[config.mk]
export PLATFORM = sky130hd
export DESIGN_NAME = first_fit_heap_with_mark_sweep_flat
export DESIGN_NICKNAME = d
export VERILOG_FILES = /design/src/rtl/core/ffh_pkg.sv /design/src/rtl/core/ffh_if.sv /design/src/rtl/core/ffh_ctrl.sv /design/src/rtl/core/ffh_dp.sv /design/src/rtl/core/first_fit_heap_with_mark_sweep.sv /design/src/flat_wrapper.sv
export SDC_FILE = /design/constraint.sdc
export NUM_CORES = 2
export LEC_CHECK = 0
export BUFFER_PORTS_ARGS = -buffer_cell sky130_fd_sc_hd__buf_2
export CAP_MARGIN = 20
export CORE_ASPECT_RATIO = 1.2
export CORE_MARGIN = 2
export CORE_UTILIZATION = 55
export CTS_CLUSTER_DIAMETER = 50
export CTS_CLUSTER_SIZE = 16
export DETAILED_ROUTE_END_ITERATION = 12
export PLACE_DENSITY = 0.74
export SYNTH_ARGS = -nofsm -noshare
export SYNTH_HDL_FRONTEND = slang
export SYNTH_SLANG_ARGS = --single-unit
[constraint.sdc]
create_clock -name clock -period 12.8 [get_ports clock]
set_input_delay 1.28 -clock clock [delete_from_list [all_inputs] [get_ports clock]]
set_output_delay 1.28 -clock clock [all_outputs]
set_load 0.01 [all_outputs]
[src/rtl/core/ffh_pkg.sv]
// Shared types and constants for the first-fit heap manager.
`timescale 1ns / 1ps
package ffh_pkg;

   localparam int MAX_BLOCKS_DEF = 16;
   localparam int MAX_REFS_DEF   = 15;
   localparam int MAX_RESULTS    = 16;
   localparam int KW             = $clog2(MAX_RESULTS + 1);
   localparam logic [15:0] HEAP_RESET = 16'd1024;
   localparam logic [15:0] UNIT_BYTES = 16'd8;

   // Item commands
   localparam logic [1:0] CMD_ALLOC  = 2'd0;
   localparam logic [1:0] CMD_FREE   = 2'd1;
   localparam logic [1:0] CMD_SWEEP  = 2'd2;
   localparam logic [1:0] CMD_UNUSED = 2'd3;

   // Result status codes
   typedef enum logic [2:0] {
      ST_OK      = 3'd0,
      ST_NOSPACE = 3'd1,
      ST_ABSENT  = 3'd2,
      ST_DUP     = 3'd3,
      ST_FULL    = 3'd4
   } rs_type;

   // Datapath operations issued by the controller
   typedef enum logic [4:0] {
      OP_NOP, OP_INIT, OP_LOAD, OP_IDX0, OP_ASCAN, OP_FSCAN, OP_CARVE,
      OP_AINS, OP_TAKE, OP_TAKES, OP_SNEXT, OP_AREM, OP_FINS, OP_MNEXT,
      OP_MPREV, OP_FREM, OP_HOLD, OP_EMIT, OP_SWEND
   } op_type;

   typedef struct packed {
      op_type op;
      rs_type code;
   } cmd_type;

   typedef struct packed {
      logic       a_hit;
      logic       a_end;
      logic       a_full;
      logic       f_hit;
      logic       f_end;
      logic       f_full;
      logic       ains_done;
      logic       arem_done;
      logic       fins_done;
      logic       frem_done;
      logic       m_next;
      logic       m_prev;
      logic       s_hit;
      logic       s_end;
      logic       hold_v;
      logic       out_free;
      logic [1:0] cmd;
   } stat_type;

endpackage

[src/rtl/core/ffh_if.sv]
// Handshake channel interfaces: request, response and register write.
`timescale 1ns / 1ps
interface ffh_req_if;
   logic       valid;
   logic       ready;
   logic [1:0] command;
   logic [7:0] block_id;
   logic [3:0] link_count;
   logic       reachable_mark;
   modport source (output valid, command, block_id, link_count, reachable_mark,
                   input ready);
   modport sink (input valid, command, block_id, link_count, reachable_mark,
                 output ready);
endinterface

interface ffh_rsp_if;
   logic        valid;
   logic        ready;
   logic [2:0]  status;
   logic [7:0]  result_id;
   logic [15:0] start_address;
   logic [15:0] block_size;
   logic [15:0] free_total;
   logic        last;
   modport source (output valid, status, result_id, start_address, block_size,
                   free_total, last, input ready);
   modport sink (input valid, status, result_id, start_address, block_size,
                 free_total, last, output ready);
endinterface

interface ffh_csr_if;
   logic        valid;
   logic        ready;
   logic [15:0] heap_size;
   modport source (output valid, heap_size, input ready);
   modport sink (input valid, heap_size, output ready);
endinterface

[src/rtl/core/ffh_ctrl.sv]
// Sequencer for allocate, free and sweep: one table step per cycle while no result waits on a busy output.
`timescale 1ns / 1ps
module ffh_ctrl (
   input  logic               clock,
   input  logic               reset,
   input  logic               req_valid,
   output logic               req_ready,
   input  logic               csr_valid,
   output logic               csr_ready,
   input  ffh_pkg::stat_type  sts,
   output ffh_pkg::cmd_type   ctl
);
   import ffh_pkg::*;

   typedef enum logic [14:0] {
      S_IDLE  = 15'b000000000000001,
      S_DISP  = 15'b000000000000010,
      S_ADUP  = 15'b000000000000100,
      S_AFIT  = 15'b000000000001000,
      S_AINS  = 15'b000000000010000,
      S_EMIT  = 15'b000000000100000,
      S_FFIND = 15'b000000001000000,
      S_AREM  = 15'b000000010000000,
      S_FINS  = 15'b000000100000000,
      S_MNEXT = 15'b000001000000000,
      S_MPREV = 15'b000010000000000,
      S_FREM  = 15'b000100000000000,
      S_HOLD  = 15'b001000000000000,
      S_SSCAN = 15'b010000000000000,
      S_SWEND = 15'b100000000000000
   } state_type;

   state_type state_ff, state_in;
   rs_type    code_ff, code_in;
   logic      ret_ff, ret_in;
   state_type done_state;
   rs_type    done_code;

   assign csr_ready = (state_ff == S_IDLE);
   assign req_ready = (state_ff == S_IDLE) && !csr_valid;

   // where a finished release goes: sweep keeps walking, free reports
   always_comb begin
      done_state = (sts.cmd == CMD_SWEEP) ? S_HOLD : S_EMIT;
      done_code  = (sts.cmd == CMD_SWEEP) ? code_ff : ST_OK;
   end

   // next state and datapath operation
   always_comb begin
      state_in = state_ff;
      code_in  = code_ff;
      ret_in   = ret_ff;
      ctl.op   = OP_NOP;
      ctl.code = code_ff;
      case (state_ff)
         S_IDLE: begin
            if (csr_valid) begin
               ctl.op = OP_INIT;
            end else if (req_valid) begin
               ctl.op   = OP_LOAD;
               state_in = S_DISP;
            end
         end
         S_DISP: begin
            case (sts.cmd)
               CMD_ALLOC: state_in = S_ADUP;
               CMD_FREE:  state_in = S_FFIND;
               CMD_SWEEP: state_in = S_SSCAN;
               default:   state_in = S_IDLE;
            endcase
         end
         S_ADUP: begin
            if (sts.a_hit) begin
               code_in  = ST_DUP;
               state_in = S_EMIT;
            end else if (sts.a_end) begin
               if (sts.a_full) begin
                  code_in  = ST_FULL;
                  state_in = S_EMIT;
               end else begin
                  ctl.op   = OP_IDX0;
                  state_in = S_AFIT;
               end
            end else begin
               ctl.op = OP_ASCAN;
            end
         end
         S_AFIT: begin
            if (sts.f_hit) begin
               ctl.op   = OP_CARVE;
               state_in = S_AINS;
            end else if (sts.f_end) begin
               code_in  = ST_NOSPACE;
               state_in = S_EMIT;
            end else begin
               ctl.op = OP_FSCAN;
            end
         end
         S_AINS: begin
            ctl.op = OP_AINS;
            if (sts.ains_done) begin
               code_in  = ST_OK;
               state_in = S_EMIT;
            end
         end
         S_EMIT: begin
            if (sts.out_free) begin
               ctl.op   = OP_EMIT;
               state_in = S_IDLE;
            end
         end
         S_FFIND: begin
            if (sts.a_hit) begin
               ctl.op   = OP_TAKE;
               state_in = S_AREM;
            end else if (sts.a_end) begin
               code_in  = ST_ABSENT;
               state_in = S_EMIT;
            end else begin
               ctl.op = OP_ASCAN;
            end
         end
         S_AREM: begin
            ctl.op = OP_AREM;
            if (sts.arem_done) begin
               // free table full: the block is dropped, not inserted
               if (sts.f_full) begin
                  code_in  = done_code;
                  state_in = done_state;
               end else begin
                  state_in = S_FINS;
               end
            end
         end
         S_FINS: begin
            ctl.op = OP_FINS;
            if (sts.fins_done) state_in = S_MNEXT;
         end
         S_MNEXT: begin
            if (sts.m_next) begin
               ctl.op   = OP_MNEXT;
               ret_in   = 1'b0;
               state_in = S_FREM;
            end else begin
               state_in = S_MPREV;
            end
         end
         S_MPREV: begin
            if (sts.m_prev) begin
               ctl.op   = OP_MPREV;
               ret_in   = 1'b1;
               state_in = S_FREM;
            end else begin
               code_in  = done_code;
               state_in = done_state;
            end
         end
         S_FREM: begin
            ctl.op = OP_FREM;
            if (sts.frem_done) begin
               if (ret_ff) begin
                  code_in  = done_code;
                  state_in = done_state;
               end else begin
                  state_in = S_MPREV;
               end
            end
         end
         S_HOLD: begin
            if (sts.out_free || !sts.hold_v) begin
               ctl.op   = OP_HOLD;
               state_in = S_SSCAN;
            end
         end
         S_SSCAN: begin
            if (sts.s_end) begin
               state_in = S_SWEND;
            end else if (sts.s_hit) begin
               ctl.op   = OP_TAKES;
               state_in = S_AREM;
            end else begin
               ctl.op = OP_SNEXT;
            end
         end
         S_SWEND: begin
            if (sts.out_free) begin
               ctl.op   = OP_SWEND;
               state_in = S_IDLE;
            end
         end
         default: state_in = S_IDLE;
      endcase
   end

   always_ff @(posedge clock) begin
      if (reset) begin
         state_ff <= S_IDLE;
         code_ff  <= ST_OK;
         ret_ff   <= 1'b0;
      end else begin
         state_ff <= state_in;
         code_ff  <= code_in;
         ret_ff   <= ret_in;
      end
   end

endmodule

[src/rtl/core/ffh_dp.sv]
// Datapath: free and allocated tables, walk indexes, result registers.
`timescale 1ns / 1ps
module ffh_dp #(
   parameter int MAX_BLOCKS = ffh_pkg::MAX_BLOCKS_DEF,
   parameter int MAX_REFS   = ffh_pkg::MAX_REFS_DEF
) (
   input  logic               clock,
   input  logic               reset,
   input  ffh_pkg::cmd_type   ctl,
   output ffh_pkg::stat_type  sts,
   input  logic [1:0]         req_command,
   input  logic [7:0]         req_block_id,
   input  logic [3:0]         req_link_count,
   input  logic               req_reachable_mark,
   input  logic [15:0]        csr_heap_size,
   input  logic               rsp_ready,
   output logic               rsp_valid,
   output logic [2:0]         rsp_status,
   output logic [7:0]         rsp_result_id,
   output logic [15:0]        rsp_start_address,
   output logic [15:0]        rsp_block_size,
   output logic [15:0]        rsp_free_total,
   output logic               rsp_last
);
   import ffh_pkg::*;

   localparam int FD = MAX_BLOCKS + 1;
   localparam int AW = $clog2(MAX_BLOCKS);
   localparam int FW = $clog2(FD);
   localparam int CW = $clog2(MAX_BLOCKS + 2);

   // tables
   logic [15:0] fst_ff [FD];
   logic [15:0] fln_ff [FD];
   logic [7:0]  aid_ff [MAX_BLOCKS];
   logic [15:0] ast_ff [MAX_BLOCKS];
   logic [15:0] aln_ff [MAX_BLOCKS];
   logic        amk_ff [MAX_BLOCKS];

   // counts and walk indexes
   logic [CW-1:0] na_ff, nf_ff, idx_ff, q_ff, s_ff;
   logic [KW-1:0] k_ff;

   // item under work
   logic [1:0]  cmd_ff;
   logic [7:0]  id_ff, rid_ff;
   logic        mark_ff;
   logic [15:0] size_ff, st_ff, len_ff, ft_ff;

   // held sweep result and output register
   logic        hv_ff;
   logic [7:0]  hid_ff;
   logic [15:0] hst_ff, hln_ff, hft_ff;
   logic        rv_ff;
   logic [2:0]  rstat_ff;
   logic [7:0]  rid_out_ff;
   logic [15:0] rst_ff, rln_ff, rft_ff;
   logic        rlast_ff;

   logic [CW-1:0] idx_p1, idx_m1, q_p1, q_m1;
   logic [AW-1:0] ai, ai_p1, ai_m1, si;
   logic [FW-1:0] fi, fi_p1, fi_m1, qi, qi_p1, qi_m1;
   logic [3:0]    refs;
   logic [15:0]   size_calc;
   logic [16:0]   end_q, end_qm1;
   logic          rsp_load;

   assign idx_p1 = idx_ff + 1'b1;
   assign idx_m1 = idx_ff - 1'b1;
   assign q_p1   = q_ff + 1'b1;
   assign q_m1   = q_ff - 1'b1;
   assign ai     = idx_ff[AW-1:0];
   assign ai_p1  = idx_p1[AW-1:0];
   assign ai_m1  = idx_m1[AW-1:0];
   assign si     = s_ff[AW-1:0];
   assign fi     = idx_ff[FW-1:0];
   assign fi_p1  = idx_p1[FW-1:0];
   assign fi_m1  = idx_m1[FW-1:0];
   assign qi     = q_ff[FW-1:0];
   assign qi_p1  = q_p1[FW-1:0];
   assign qi_m1  = q_m1[FW-1:0];

   // block size, references capped
   assign refs = ({4'd0, req_link_count} > 8'(MAX_REFS)) ? 4'(MAX_REFS) : req_link_count;
   assign size_calc = UNIT_BYTES + {9'd0, refs, 3'd0};

   // end addresses for coalescing checks
   assign end_q   = {1'b0, fst_ff[qi]} + {1'b0, fln_ff[qi]};
   assign end_qm1 = {1'b0, fst_ff[qi_m1]} + {1'b0, fln_ff[qi_m1]};

   // status to the controller
   always_comb begin
      sts.a_end     = !(idx_ff < na_ff);
      sts.a_hit     = !sts.a_end && (aid_ff[ai] == id_ff);
      sts.a_full    = (na_ff == CW'(MAX_BLOCKS));
      sts.f_end     = !(idx_ff < nf_ff);
      sts.f_hit     = !sts.f_end && (fln_ff[fi] > size_ff);
      sts.f_full    = (nf_ff == CW'(FD));
      sts.ains_done = !((idx_ff != '0) && (ast_ff[ai_m1] >= st_ff));
      sts.arem_done = !(idx_p1 < na_ff);
      sts.fins_done = !((idx_ff != '0) && (fst_ff[fi_m1] >= st_ff));
      sts.frem_done = !(idx_p1 < nf_ff);
      sts.m_next    = (q_p1 < nf_ff) && (end_q == {1'b0, fst_ff[qi_p1]});
      sts.m_prev    = (q_ff != '0) && (end_qm1 == {1'b0, fst_ff[qi]});
      sts.s_end     = !(s_ff < na_ff) || (k_ff >= KW'(MAX_RESULTS));
      sts.s_hit     = !sts.s_end && !amk_ff[si];
      sts.hold_v    = hv_ff;
      sts.out_free  = !rv_ff || rsp_ready;
      sts.cmd       = cmd_ff;
   end

   assign rsp_load = (ctl.op == OP_EMIT) || (ctl.op == OP_SWEND)
                     || ((ctl.op == OP_HOLD) && hv_ff);

   // control registers
   always_ff @(posedge clock) begin
      if (reset) begin
         na_ff <= '0;
         nf_ff <= CW'(1);
         hv_ff <= 1'b0;
         rv_ff <= 1'b0;
         ft_ff <= HEAP_RESET;
      end else begin
         if (rsp_load) rv_ff <= 1'b1;
         else if (rsp_ready) rv_ff <= 1'b0;
         case (ctl.op)
            OP_INIT: begin
               na_ff <= '0;
               nf_ff <= CW'(1);
               ft_ff <= csr_heap_size;
            end
            OP_LOAD:  hv_ff <= 1'b0;
            OP_CARVE: ft_ff <= ft_ff - size_ff;
            OP_AINS:  if (sts.ains_done) na_ff <= na_ff + 1'b1;
            // a block released into a full free table is lost
            OP_TAKE:  if (!sts.f_full) ft_ff <= ft_ff + aln_ff[ai];
            OP_TAKES: if (!sts.f_full) ft_ff <= ft_ff + aln_ff[si];
            OP_AREM:  if (sts.arem_done) na_ff <= na_ff - 1'b1;
            OP_FINS:  if (sts.fins_done) nf_ff <= nf_ff + 1'b1;
            OP_FREM:  if (sts.frem_done) nf_ff <= nf_ff - 1'b1;
            OP_HOLD:  hv_ff <= 1'b1;
            default: ;
         endcase
      end
   end

   // tables, indexes and payload
   always_ff @(posedge clock) begin
      if (reset) begin
         fst_ff[0] <= '0;
         fln_ff[0] <= HEAP_RESET;
      end else begin
         case (ctl.op)
            OP_INIT: begin
               fst_ff[0] <= '0;
               fln_ff[0] <= csr_heap_size;
            end
            OP_LOAD: begin
               cmd_ff  <= req_command;
               id_ff   <= req_block_id;
               rid_ff  <= req_block_id;
               mark_ff <= req_reachable_mark;
               size_ff <= size_calc;
               idx_ff  <= '0;
               s_ff    <= '0;
               k_ff    <= '0;
            end
            OP_IDX0:  idx_ff <= '0;
            OP_ASCAN: idx_ff <= idx_p1;
            OP_FSCAN: idx_ff <= idx_p1;
            OP_CARVE: begin
               fst_ff[fi] <= fst_ff[fi] + size_ff;
               fln_ff[fi] <= fln_ff[fi] - size_ff;
               st_ff      <= fst_ff[fi];
               len_ff     <= size_ff;
               idx_ff     <= na_ff;
            end
            OP_AINS: begin
               if (!sts.ains_done) begin
                  aid_ff[ai] <= aid_ff[ai_m1];
                  ast_ff[ai] <= ast_ff[ai_m1];
                  aln_ff[ai] <= aln_ff[ai_m1];
                  amk_ff[ai] <= amk_ff[ai_m1];
                  idx_ff     <= idx_m1;
               end else begin
                  aid_ff[ai] <= id_ff;
                  ast_ff[ai] <= st_ff;
                  aln_ff[ai] <= len_ff;
                  amk_ff[ai] <= mark_ff;
               end
            end
            OP_TAKE: begin
               st_ff  <= ast_ff[ai];
               len_ff <= aln_ff[ai];
               rid_ff <= aid_ff[ai];
            end
            OP_TAKES: begin
               st_ff  <= ast_ff[si];
               len_ff <= aln_ff[si];
               rid_ff <= aid_ff[si];
               idx_ff <= s_ff;
            end
            OP_SNEXT: s_ff <= s_ff + 1'b1;
            OP_AREM: begin
               if (!sts.arem_done) begin
                  aid_ff[ai] <= aid_ff[ai_p1];
                  ast_ff[ai] <= ast_ff[ai_p1];
                  aln_ff[ai] <= aln_ff[ai_p1];
                  amk_ff[ai] <= amk_ff[ai_p1];
                  idx_ff     <= idx_p1;
               end else begin
                  idx_ff <= nf_ff;
               end
            end
            OP_FINS: begin
               if (!sts.fins_done) begin
                  fst_ff[fi] <= fst_ff[fi_m1];
                  fln_ff[fi] <= fln_ff[fi_m1];
                  idx_ff     <= idx_m1;
               end else begin
                  fst_ff[fi] <= st_ff;
                  fln_ff[fi] <= len_ff;
                  q_ff       <= idx_ff;
               end
            end
            OP_MNEXT: begin
               fln_ff[qi] <= fln_ff[qi] + fln_ff[qi_p1];
               idx_ff     <= q_p1;
            end
            OP_MPREV: begin
               fln_ff[qi_m1] <= fln_ff[qi_m1] + fln_ff[qi];
               idx_ff        <= q_ff;
            end
            OP_FREM: begin
               if (!sts.frem_done) begin
                  fst_ff[fi] <= fst_ff[fi_p1];
                  fln_ff[fi] <= fln_ff[fi_p1];
                  idx_ff     <= idx_p1;
               end
            end
            OP_HOLD: begin
               hid_ff <= rid_ff;
               hst_ff <= st_ff;
               hln_ff <= len_ff;
               hft_ff <= ft_ff;
               k_ff   <= k_ff + 1'b1;
            end
            default: ;
         endcase
      end
   end

   // output register
   always_ff @(posedge clock) begin
      case (ctl.op)
         OP_EMIT: begin
            rstat_ff   <= ctl.code;
            rid_out_ff <= rid_ff;
            rst_ff     <= (ctl.code == ST_OK) ? st_ff : 16'd0;
            rln_ff     <= (ctl.code == ST_OK) ? len_ff : 16'd0;
            rft_ff     <= ft_ff;
            rlast_ff   <= 1'b1;
         end
         OP_HOLD: begin
            if (hv_ff) begin
               rstat_ff   <= ST_OK;
               rid_out_ff <= hid_ff;
               rst_ff     <= hst_ff;
               rln_ff     <= hln_ff;
               rft_ff     <= hft_ff;
               rlast_ff   <= 1'b0;
            end
         end
         OP_SWEND: begin
            rlast_ff <= 1'b1;
            if (hv_ff) begin
               rstat_ff   <= ST_OK;
               rid_out_ff <= hid_ff;
               rst_ff     <= hst_ff;
               rln_ff     <= hln_ff;
               rft_ff     <= hft_ff;
            end else begin
               rstat_ff   <= ST_ABSENT;
               rid_out_ff <= 8'd0;
               rst_ff     <= 16'd0;
               rln_ff     <= 16'd0;
               rft_ff     <= ft_ff;
            end
         end
         default: ;
      endcase
   end

   assign rsp_valid         = rv_ff;
   assign rsp_status        = rstat_ff;
   assign rsp_result_id     = rid_out_ff;
   assign rsp_start_address = rst_ff;
   assign rsp_block_size    = rln_ff;
   assign rsp_free_total    = rft_ff;
   assign rsp_last          = rlast_ff;

endmodule

[src/rtl/core/first_fit_heap_with_mark_sweep.sv]
// First-fit heap manager top level: controller, datapath and channel ports.
// Items are taken one at a time. Every table walk advances one entry per
// cycle through the sorted free and allocated tables (depth MAX_BLOCKS+1 and
// MAX_BLOCKS). An allocate runs a duplicate search, a first-fit search and a
// sorted insert; free and sweep run, per released block, a find, a remove, a
// sorted insert and two coalescing removals. A result waits in an output
// register, and the next item is accepted while it waits. A heap_size write
// reinitializes the heap while the block is idle.
`timescale 1ns / 1ps
module first_fit_heap_with_mark_sweep #(
   parameter int MAX_BLOCKS = ffh_pkg::MAX_BLOCKS_DEF,
   parameter int MAX_REFS   = ffh_pkg::MAX_REFS_DEF
) (
   input logic      clock,
   input logic      reset,
   ffh_req_if.sink  req,
   ffh_rsp_if.source rsp,
   ffh_csr_if.sink  csr
);
   import ffh_pkg::*;

   cmd_type  ctl;
   stat_type sts;

   // sequencer
   ffh_ctrl u_ctrl (
      .clock     (clock),
      .reset     (reset),
      .req_valid (req.valid),
      .req_ready (req.ready),
      .csr_valid (csr.valid),
      .csr_ready (csr.ready),
      .sts       (sts),
      .ctl       (ctl)
   );

   // tables and result path
   ffh_dp #(
      .MAX_BLOCKS (MAX_BLOCKS),
      .MAX_REFS   (MAX_REFS)
   ) u_dp (
      .clock              (clock),
      .reset              (reset),
      .ctl                (ctl),
      .sts                (sts),
      .req_command        (req.command),
      .req_block_id       (req.block_id),
      .req_link_count     (req.link_count),
      .req_reachable_mark (req.reachable_mark),
      .csr_heap_size      (csr.heap_size),
      .rsp_ready          (rsp.ready),
      .rsp_valid          (rsp.valid),
      .rsp_status         (rsp.status),
      .rsp_result_id      (rsp.result_id),
      .rsp_start_address  (rsp.start_address),
      .rsp_block_size     (rsp.block_size),
      .rsp_free_total     (rsp.free_total),
      .rsp_last           (rsp.last)
   );

endmodule

[src/flat_wrapper.sv]
// flat-port wrapper written by rule: the top's interface ports become plain ports
module first_fit_heap_with_mark_sweep_flat import ffh_pkg::*;
#(
   parameter int MAX_BLOCKS = ffh_pkg::MAX_BLOCKS_DEF,
   parameter int MAX_REFS   = ffh_pkg::MAX_REFS_DEF
)
  (clock, reset, req_valid, req_command, req_block_id, req_link_count, req_reachable_mark, req_ready, rsp_valid, rsp_status, rsp_result_id, rsp_start_address, rsp_block_size, rsp_free_total, rsp_last, rsp_ready, csr_valid, csr_heap_size, csr_ready);
  ffh_req_if req_i ();
  ffh_rsp_if rsp_i ();
  ffh_csr_if csr_i ();
  input logic clock;
  input logic reset;
  input wire logic [$bits(req_i.valid)-1:0] req_valid;
  input wire logic [$bits(req_i.command)-1:0] req_command;
  input wire logic [$bits(req_i.block_id)-1:0] req_block_id;
  input wire logic [$bits(req_i.link_count)-1:0] req_link_count;
  input wire logic [$bits(req_i.reachable_mark)-1:0] req_reachable_mark;
  output wire logic [$bits(req_i.ready)-1:0] req_ready;
  output wire logic [$bits(rsp_i.valid)-1:0] rsp_valid;
  output wire logic [$bits(rsp_i.status)-1:0] rsp_status;
  output wire logic [$bits(rsp_i.result_id)-1:0] rsp_result_id;
  output wire logic [$bits(rsp_i.start_address)-1:0] rsp_start_address;
  output wire logic [$bits(rsp_i.block_size)-1:0] rsp_block_size;
  output wire logic [$bits(rsp_i.free_total)-1:0] rsp_free_total;
  output wire logic [$bits(rsp_i.last)-1:0] rsp_last;
  input wire logic [$bits(rsp_i.ready)-1:0] rsp_ready;
  input wire logic [$bits(csr_i.valid)-1:0] csr_valid;
  input wire logic [$bits(csr_i.heap_size)-1:0] csr_heap_size;
  output wire logic [$bits(csr_i.ready)-1:0] csr_ready;
  assign req_i.valid = req_valid;
  assign req_i.command = req_command;
  assign req_i.block_id = req_block_id;
  assign req_i.link_count = req_link_count;
  assign req_i.reachable_mark = req_reachable_mark;
  assign req_ready = req_i.ready;
  assign rsp_valid = rsp_i.valid;
  assign rsp_status = rsp_i.status;
  assign rsp_result_id = rsp_i.result_id;
  assign rsp_start_address = rsp_i.start_address;
  assign rsp_block_size = rsp_i.block_size;
  assign rsp_free_total = rsp_i.free_total;
  assign rsp_last = rsp_i.last;
  assign rsp_i.ready = rsp_ready;
  assign csr_i.valid = csr_valid;
  assign csr_i.heap_size = csr_heap_size;
  assign csr_ready = csr_i.ready;
  first_fit_heap_with_mark_sweep #(.MAX_BLOCKS(MAX_BLOCKS), .MAX_REFS(MAX_REFS)) u_core (.clock(clock), .reset(reset), .req(req_i), .rsp(rsp_i), .csr(csr_i));
endmodule
# Word level (Yosys, flattened, before mapping)
# Memory sizes are Yosys's and may differ from the RTL's. A register that Yosys moved wholly into a read port is not among the register bits.
# Cells that the tools add are included.
[totals]
reg_bits = 250
mem_bits_rw = 1200
in_bits = 36
word_cells = 393
memories = 6
[op_classes]
add_sub_neg = 20
n_lt_le_gt_ge = 10
eq_ne = 72
mux = 177
bitwise_logic = 18
reduce_logical = 61
[mem_list]
columns = ["memory", "depth", "word_bits", "read_ports", "rd_ports_with_merged_regs", "wr", "line", "source"]
rows = [
  ["u_core.u_dp.fln_ff", 17, 16, 6, 2, 1, "ffh_dp.sv:34", "logic [15:0] fln_ff [FD];"],
  ["u_core.u_dp.fst_ff", 17, 16, 6, 2, 1, "ffh_dp.sv:33", "logic [15:0] fst_ff [FD];"],
  ["u_core.u_dp.aln_ff", 16, 16, 4, 2, 1, "ffh_dp.sv:37", "logic [15:0] aln_ff [MAX_BLOCKS];"],
  ["u_core.u_dp.ast_ff", 16, 16, 4, 2, 1, "ffh_dp.sv:36", "logic [15:0] ast_ff [MAX_BLOCKS];"],
  ["u_core.u_dp.aid_ff", 16, 8, 4, 2, 1, "ffh_dp.sv:35", "logic [7:0] aid_ff [MAX_BLOCKS];"],
  ["u_core.u_dp.amk_ff", 16, 1, 3, 1, 1, "ffh_dp.sv:38", "logic amk_ff [MAX_BLOCKS];"],
]
[ops]
columns = ["operator", "count"]
rows = [
  ["$mux 16", 26],
  ["$mux 15", 16],
  ["$pmux 16 s3", 5],
  ["$pmux 15 s14", 1],
  ["$mux 5", 21],
  ["$add 16x16->16", 5],
  ["$pmux 5 s14", 1],
  ["$pmux 16 s4", 1],
  ["$reduce_or 16->1", 4],
  ["$mux 3", 18],
  ["$mux 13", 4],
  ["$pmux 5 s10", 1],
  ["$mux 1", 49],
  ["$pmux 8 s3", 2],
  ["$ne 2x2->1 const B", 23],
  ["$mux 4", 11],
  ["$pmux 14 s3", 1],
  ["$eq 5x4->1 const B", 8],
  ["$add 16x16->17", 2],
  ["$eq 17x16->1", 2],
  ["$ge 16x16->1", 2],
  ["$mux 8", 4],
  ["$sub 16x16->16", 2],
  ["$add 5x1->5 const B", 6],
  ["57 further kinds", 143],
]

# Depth between registers and ports, before layout
[logic_depth]
ltp_word = 19
depth_mapped = 35
depth_no_buf = 23

# By module
# A second synthesis with hierarchy kept.
[unflattened]
hier_cells = 6072
hier_area_um2 = 100297.4
[by_module_without_submodules]
columns = ["mod", "instances", "cells_per_inst", "area_per_inst_um2", "seq_area_each_um2"]
rows = [
  ["ffh_dp", 1, 5878, 98829.8, 42640.9],
  ["ffh_ctrl", 1, 194, 1467.7, 380.4],
]

# Worst setup path after synthesis
# OpenSTA, ideal clock, no wires.
[synth_timing]
path_type = "register -> register"
from = "register u_core.u_dp.q_ff[0]"
to = "memory u_core.u_dp.fln_ff[16][0] (enable)"
arrival_time_ns = 10.738
required_time_ns = 12.370
setup_slack_ns = 1.632
path_stages_with_launch = 34
path_buffers = 15
period_less_slack_ns = 11.168
path_cell_list = "edfxtp_1 > buf_2 > buf_2 > buf_2 > buf_2 > clkbuf_1 > buf_1 > clkbuf_1 > inv_1 > ha_1 > buf_2 > buf_4 > buf_2 > buf_4 > buf_1 > buf_1 > buf_1 > mux4_2 > mux4_2 > mux2_2 > ha_1 > fa_1 > a211oi_1 > o21ai_0 > a21boi_0 > o41a_1 > xor2_1 > a2111o_1 > nor4_2 > and2_1 > buf_6 > a222oi_1 > nand3_1 > nor4_1"
[synth_via]
elab_chain_len = 18
elab_cells_between_ends = 54
cone_classes = "add/sub (3); order compare (1); eq/ne (8); mux (30); bitwise (4); reduce/logical (6); memory (2)"
[synth_lines]
columns = ["item", "line", "source"]
rows = [
  ["from (decl)", "ffh_dp.sv:41", "logic [CW-1:0] na_ff, nf_ff, idx_ff, q_ff, s_ff;"],
  ["from (signal assigned)", "ffh_dp.sv:223", "q_ff <= idx_ff;"],
  ["$sub 5x1->5", "ffh_dp.sv:71", "assign q_m1 = q_ff - 1'b1;"],
  ["$mem_v2 17x16 (on tied branches)", "--", ""],
  ["$add 16x16->17", "ffh_dp.sv:89", "assign end_qm1 = {1'b0, fst_ff[qi_m1]} + {1'b0, fln_ff[qi_m1]};"],
  ["$eq 17x16->1", "ffh_dp.sv:104", "sts.m_prev = (q_ff != '0) && (end_qm1 == {1'b0, fst_ff[qi]});"],
  ["$logic_and 1x1->1", "ffh_dp.sv:104", ""],
  ["$mux 4", "ffh_ctrl.sv:149", "if (sts.m_prev) begin"],
  ["$pmux 5 s14", "ffh_ctrl.sv:55", "case (state_ff)"],
  ["$eq 5x3->1 / $eq 5x4->1 (equally long branches)", "ffh_dp.sv:153", "case (ctl.op)"],
  ["$mux 1", "ffh_dp.sv:153", ""],
  ["$mux 1", "ffh_dp.sv:149", "if (reset) begin"],
  ["$mux 1 (on tied branches)", "ffh_dp.sv:173, ffh_dp.sv:218", ""],
  ["$or 1x1->1 (no line) (3 in series)", "--", ""],
  ["$reduce_or 16->1 (no line)", "--", ""],
  ["$mux 5 (no line) / $mux 1 (equally long branches) (3 in series)", "--", ""],
  ["to (decl)", "ffh_dp.sv:34", ""],
]
# Parallel ways exist; a longest one is shown, timed or not.

==> impl_metrics.py <==
metrics = {
    "worst_setup_path": {
        "r2r_cells": 17,
        "crit_required_ns": 13.23,
        "r2r_end": "u_core.u_dp.rsp_result_id[0]$_DFFE_PP_",
        "cp.arrival_ns": 9.38,
        "cp_max_fo": 60,
        "rrSetupSlack_ns": 3.85,
        "worstSetupPathType": "flip-flop to flip-flop",
        "cp-start-kind": "flip-flop",
        "endpoint_kind": "flip-flop",
        "max_stage_delay_ns": 1.01,
        "path_cells": "buf_12 > or3_1 > o22ai_1 > a221oi_1 > ha_1 > xor2_1 > xnor2_1 > a31oi_1 > nor3_1 > o2111ai_1 > a2111oi_1 > nand4b_1 > nor4_1 > nand2b_1 > a31o_2 > a21oi_1 > nand2b_4",
        "crit_slowest_cell": "dfxtp_4",
        "cp-endpoint": "u_core.u_dp.rsp_result_id[0]$_DFFE_PP_",
    },
    "sta": {
        "tightest_slew_ns": 1.30,
        "max_freq_mhz": 112,
        "hold_viol": 0,
        "period_share": 0.699,
        "layout_min_cycle_time_ns": 8.95,
        "finalSetupViolations": 0,
        "rsz0062_at_grt": "false",
        "skew_ns": 0.0380,
        "tns_ns": 0,
        "drv_slew": 0,
        "slew_headroom": 0.126,
    },
    "power": {
        "power_density_nw_per_um2": 96.6,
        "peakVddDrop_v": 0.000134,
        "leakage_nw": 35.8,
        "finalPower_mw": 10.5,
    },
    "detailed_routing": {
        "drcViolationCount": 0,
        "dr.pass1.iters": 8,
        "via_per_inst": 8.20,
        "wl_per_cell_um": 39.9,
        "totalWireLength_mm": 344,
        "ant_nets": 0,
        "drtIter0Drc": 11800,
        "routed-via-count": 70500,
    },
    "global_routing": {
        "grt_pass1_vias": 68300,
        "grt_max_degree": 122,
        "grt-ovfl-total": 0,
        "antenna_found_initial": 9,
        "grt_pass1_wl_mm": 492,
        "track_usage": 0.368,
    },
    "clock_tree": {
        "cts-resized-gates": 0,
        "ctsRootBufferMaster": "clkbuf_16",
        "htreeDepth": 4,
        "post-cts-setup-buffer-count": 0,
        "cts_max_path_buffers": 3,
        "hold_buffers": 0,
        "cts_tree": "built",
        "cts_sinks": 1453,
        "clk_latency_ns": 0.83,
        "clk_pin_slew_worst_paths_ns": 0.07,
        "cts_inserted_buffers": 140,
    },
    "placement": {
        "place_congestion": 1.04,
        "dp_hpwl_mm": 218,
        "dp.cells": 8336,
        "port_buffers": 98,
    },
    "status": {
        "status": "finished clean",
    },
    "synth": {
        "synth_flop_cell": "edfxtp_1",
        "netlist_area_um2": 100000,
        "synthArstFlopShare": 0,
        "yosysSeqAreaShare": 0.428,
        "synth_edf_count": 1392,
        "syn_inst": 6161,
        "yosys_warnings": 0,
        "yosys.cell_types.count": 92,
        "synth-seq-cells": 1453,
        "synth_nets": 6371,
        "avgSynthCellArea_um2": 16.3,
    },
    "floorplanning": {
        "start_util": 0.555,
        "dieArea_um2": 186000,
        "dieWidth_um": 394,
        "coreArea_um2": 181000,
        "ios": 99,
        "num_rows": 171,
        "die_y_um": 472,
    },
    "cells_and_area": {
        "final_cell_mix": "mux4_2 (1717), edfxtp_1 (1392), nand2_1 (395), nor2_1 (198), buf_4 (186)",
        "mostFrequentLayoutCell": "mux4_2",
        "fillers": 12900,
        "area_delta_synth_final_pct": 8.34,
        "utilization": 0.601,
        "register_area_um2": 43100,
        "instances_no_fill": 8607,
        "multi_input_comb_area_um2": 55600,
        "nNetsFinal": 6283,
        "layout-drive-gt1-share": 0.395,
    },
    "hold_path": {
        "min_path_type": "flip-flop to flip-flop",
    },
    "run": {
        "cap_violations": 0,
    },
}
==> final cells by class <==
class                   instances  share of cell area
multi-input cells            4074               0.510
flip-flops and latches       1453               0.396
clock buffers                 159              0.0334
well taps                    2422              0.0278
repair buffers                298              0.0199
clock inverters                88             0.00895
inverters                     106             0.00372
diodes                          7            0.000161
==> worst max-delay path, delay by kind of cell, from the launching register on <==
kind            cells  cell delay [ns]
buf+inv             1             0.55
compound gates      7             2.83
xor+xnor            2             0.62
simple gates        6             2.94
flops               1             1.01
fa+ha+maj           1             0.45
==> through the flow <==
step	hold WS [ns]	worst slack [ns]	instance area, um^2
floorplan	0.406	1.63	100000
global placement	0.448	3.95	104000
detailed placement	0.438	4.05	104000
CTS	0.457	3.99	109000
global route	0.472	3.26	109000
finish	0.458	3.85	109000
==> synthesized netlist by cell type (9+ instances only) <==
| library cell | instances | area, um^2 |
|---|---|---|
| and3_1 | 16 | 100 |
| xnor2_1 | 109 | 955 |
| o2111ai_1 | 9 | 78.8 |
| nor2_1 | 245 | 920 |
| a211oi_1 | 50 | 375 |
| nand2b_1 | 36 | 225 |
| o21bai_1 | 13 | 97.6 |
| buf_1 | 131 | 492 |
| a22o_1 | 47 | 412 |
| nor3_1 | 38 | 190 |
| a22oi_1 | 20 | 150 |
| or3_1 | 22 | 138 |
| o211ai_1 | 22 | 165 |
| o22ai_1 | 30 | 188 |
| a31oi_1 | 15 | 93.8 |
| nand3_1 | 69 | 345 |
| buf_4 | 15 | 113 |
| dfxtp_1 | 61 | 1220 |
| nand4_1 | 19 | 119 |
| a221oi_1 | 33 | 289 |
| o21a_1 | 18 | 135 |
| a21o_1 | 77 | 578 |
| clkbuf_1 | 311 | 1170 |
| inv_1 | 102 | 383 |
| buf_2 | 68 | 340 |
| fa_1 | 10 | 200 |
| and2_1 | 51 | 319 |
| mux4_2 | 1717 | 38700 |
| a21boi_0 | 10 | 75.1 |
| nor2b_1 | 26 | 163 |
| mux2i_1 | 166 | 1660 |
| o21ai_0 | 147 | 736 |
| or2_2 | 13 | 81.3 |
| a21oi_1 | 181 | 906 |
| nand4b_1 | 10 | 87.6 |
| ha_1 | 164 | 2050 |
| mux2_2 | 74 | 833 |
| nand2_1 | 396 | 1490 |
| nor4_1 | 13 | 81.3 |
| xor2_1 | 51 | 447 |
| edfxtp_1 | 1392 | 41800 |
| a221o_1 | 27 | 270 |
==> per-layer routing <==
metal  routed length [um]  vias up  global-route usage
met4                25900       12               0.224
met3                53400     1478               0.129
met2               156000     6885               0.552
met5                  102        -             0.00181
li1                     -    26500                   -
met1               108000    35700               0.464
==> state kept, by name (all words and copies together), names as in the netlist, 128 cells and up, named ones only <==
register / flops
u_core.u_dp.fst_ff: 272
u_core.u_dp.aid_ff: 128
u_core.u_dp.fln_ff: 272
u_core.u_dp.ast_ff: 256
u_core.u_dp.aln_ff: 256
==> worst min-delay path by stage <==
stage	end	depth (start not counted)	slack (ns)	start
global placement	u_core.u_dp.hid_ff[0]$_DFFE_PP_	0	0.45	u_core.u_dp.rid_ff[0]$_DFFE_PP_
finish	u_core.u_dp.hid_ff[1]$_DFFE_PP_	0	0.46	u_core.u_dp.rid_ff[1]$_DFFE_PP_
detailed placement	u_core.u_dp.hid_ff[1]$_DFFE_PP_	0	0.44	u_core.u_dp.rid_ff[1]$_DFFE_PP_
global route	u_core.u_dp.hid_ff[1]$_DFFE_PP_	0	0.47	u_core.u_dp.rid_ff[1]$_DFFE_PP_
floorplan	u_core.u_dp.hft_ff[15]$_DFFE_PP_	0	0.41	u_core.u_dp.ft_ff[15]$_SDFFE_PP0P_
CTS	u_core.u_dp.hid_ff[1]$_DFFE_PP_	0	0.46	u_core.u_dp.rid_ff[1]$_DFFE_PP_
==> cell families (layout without fill, tap and decap cells) <==
logic type	Yosys count	after routing	share of synthesized area
muxes	1958	1958	0.410
xor gates and xnor gates	165	165	0.0151
AOI/OAI and AO/OA	782	782	0.0533
DFF	1453	1453	0.428
adders and majority gates	174	174	0.0224
buffers and inverters	634	651	0.0253
other	0	7	0
and+or+nand+nor	995	995	0.0461
==> where the power goes <==
group	switching [mW]	leakage (nW)	internal, mW
registers	0.0562	13.8	5.22
logic	0.528	19.8	0.428
clock network	2.01	2.23	2.27
total	2.59	35.8	7.92
Power figures use the tool's default switching activity.
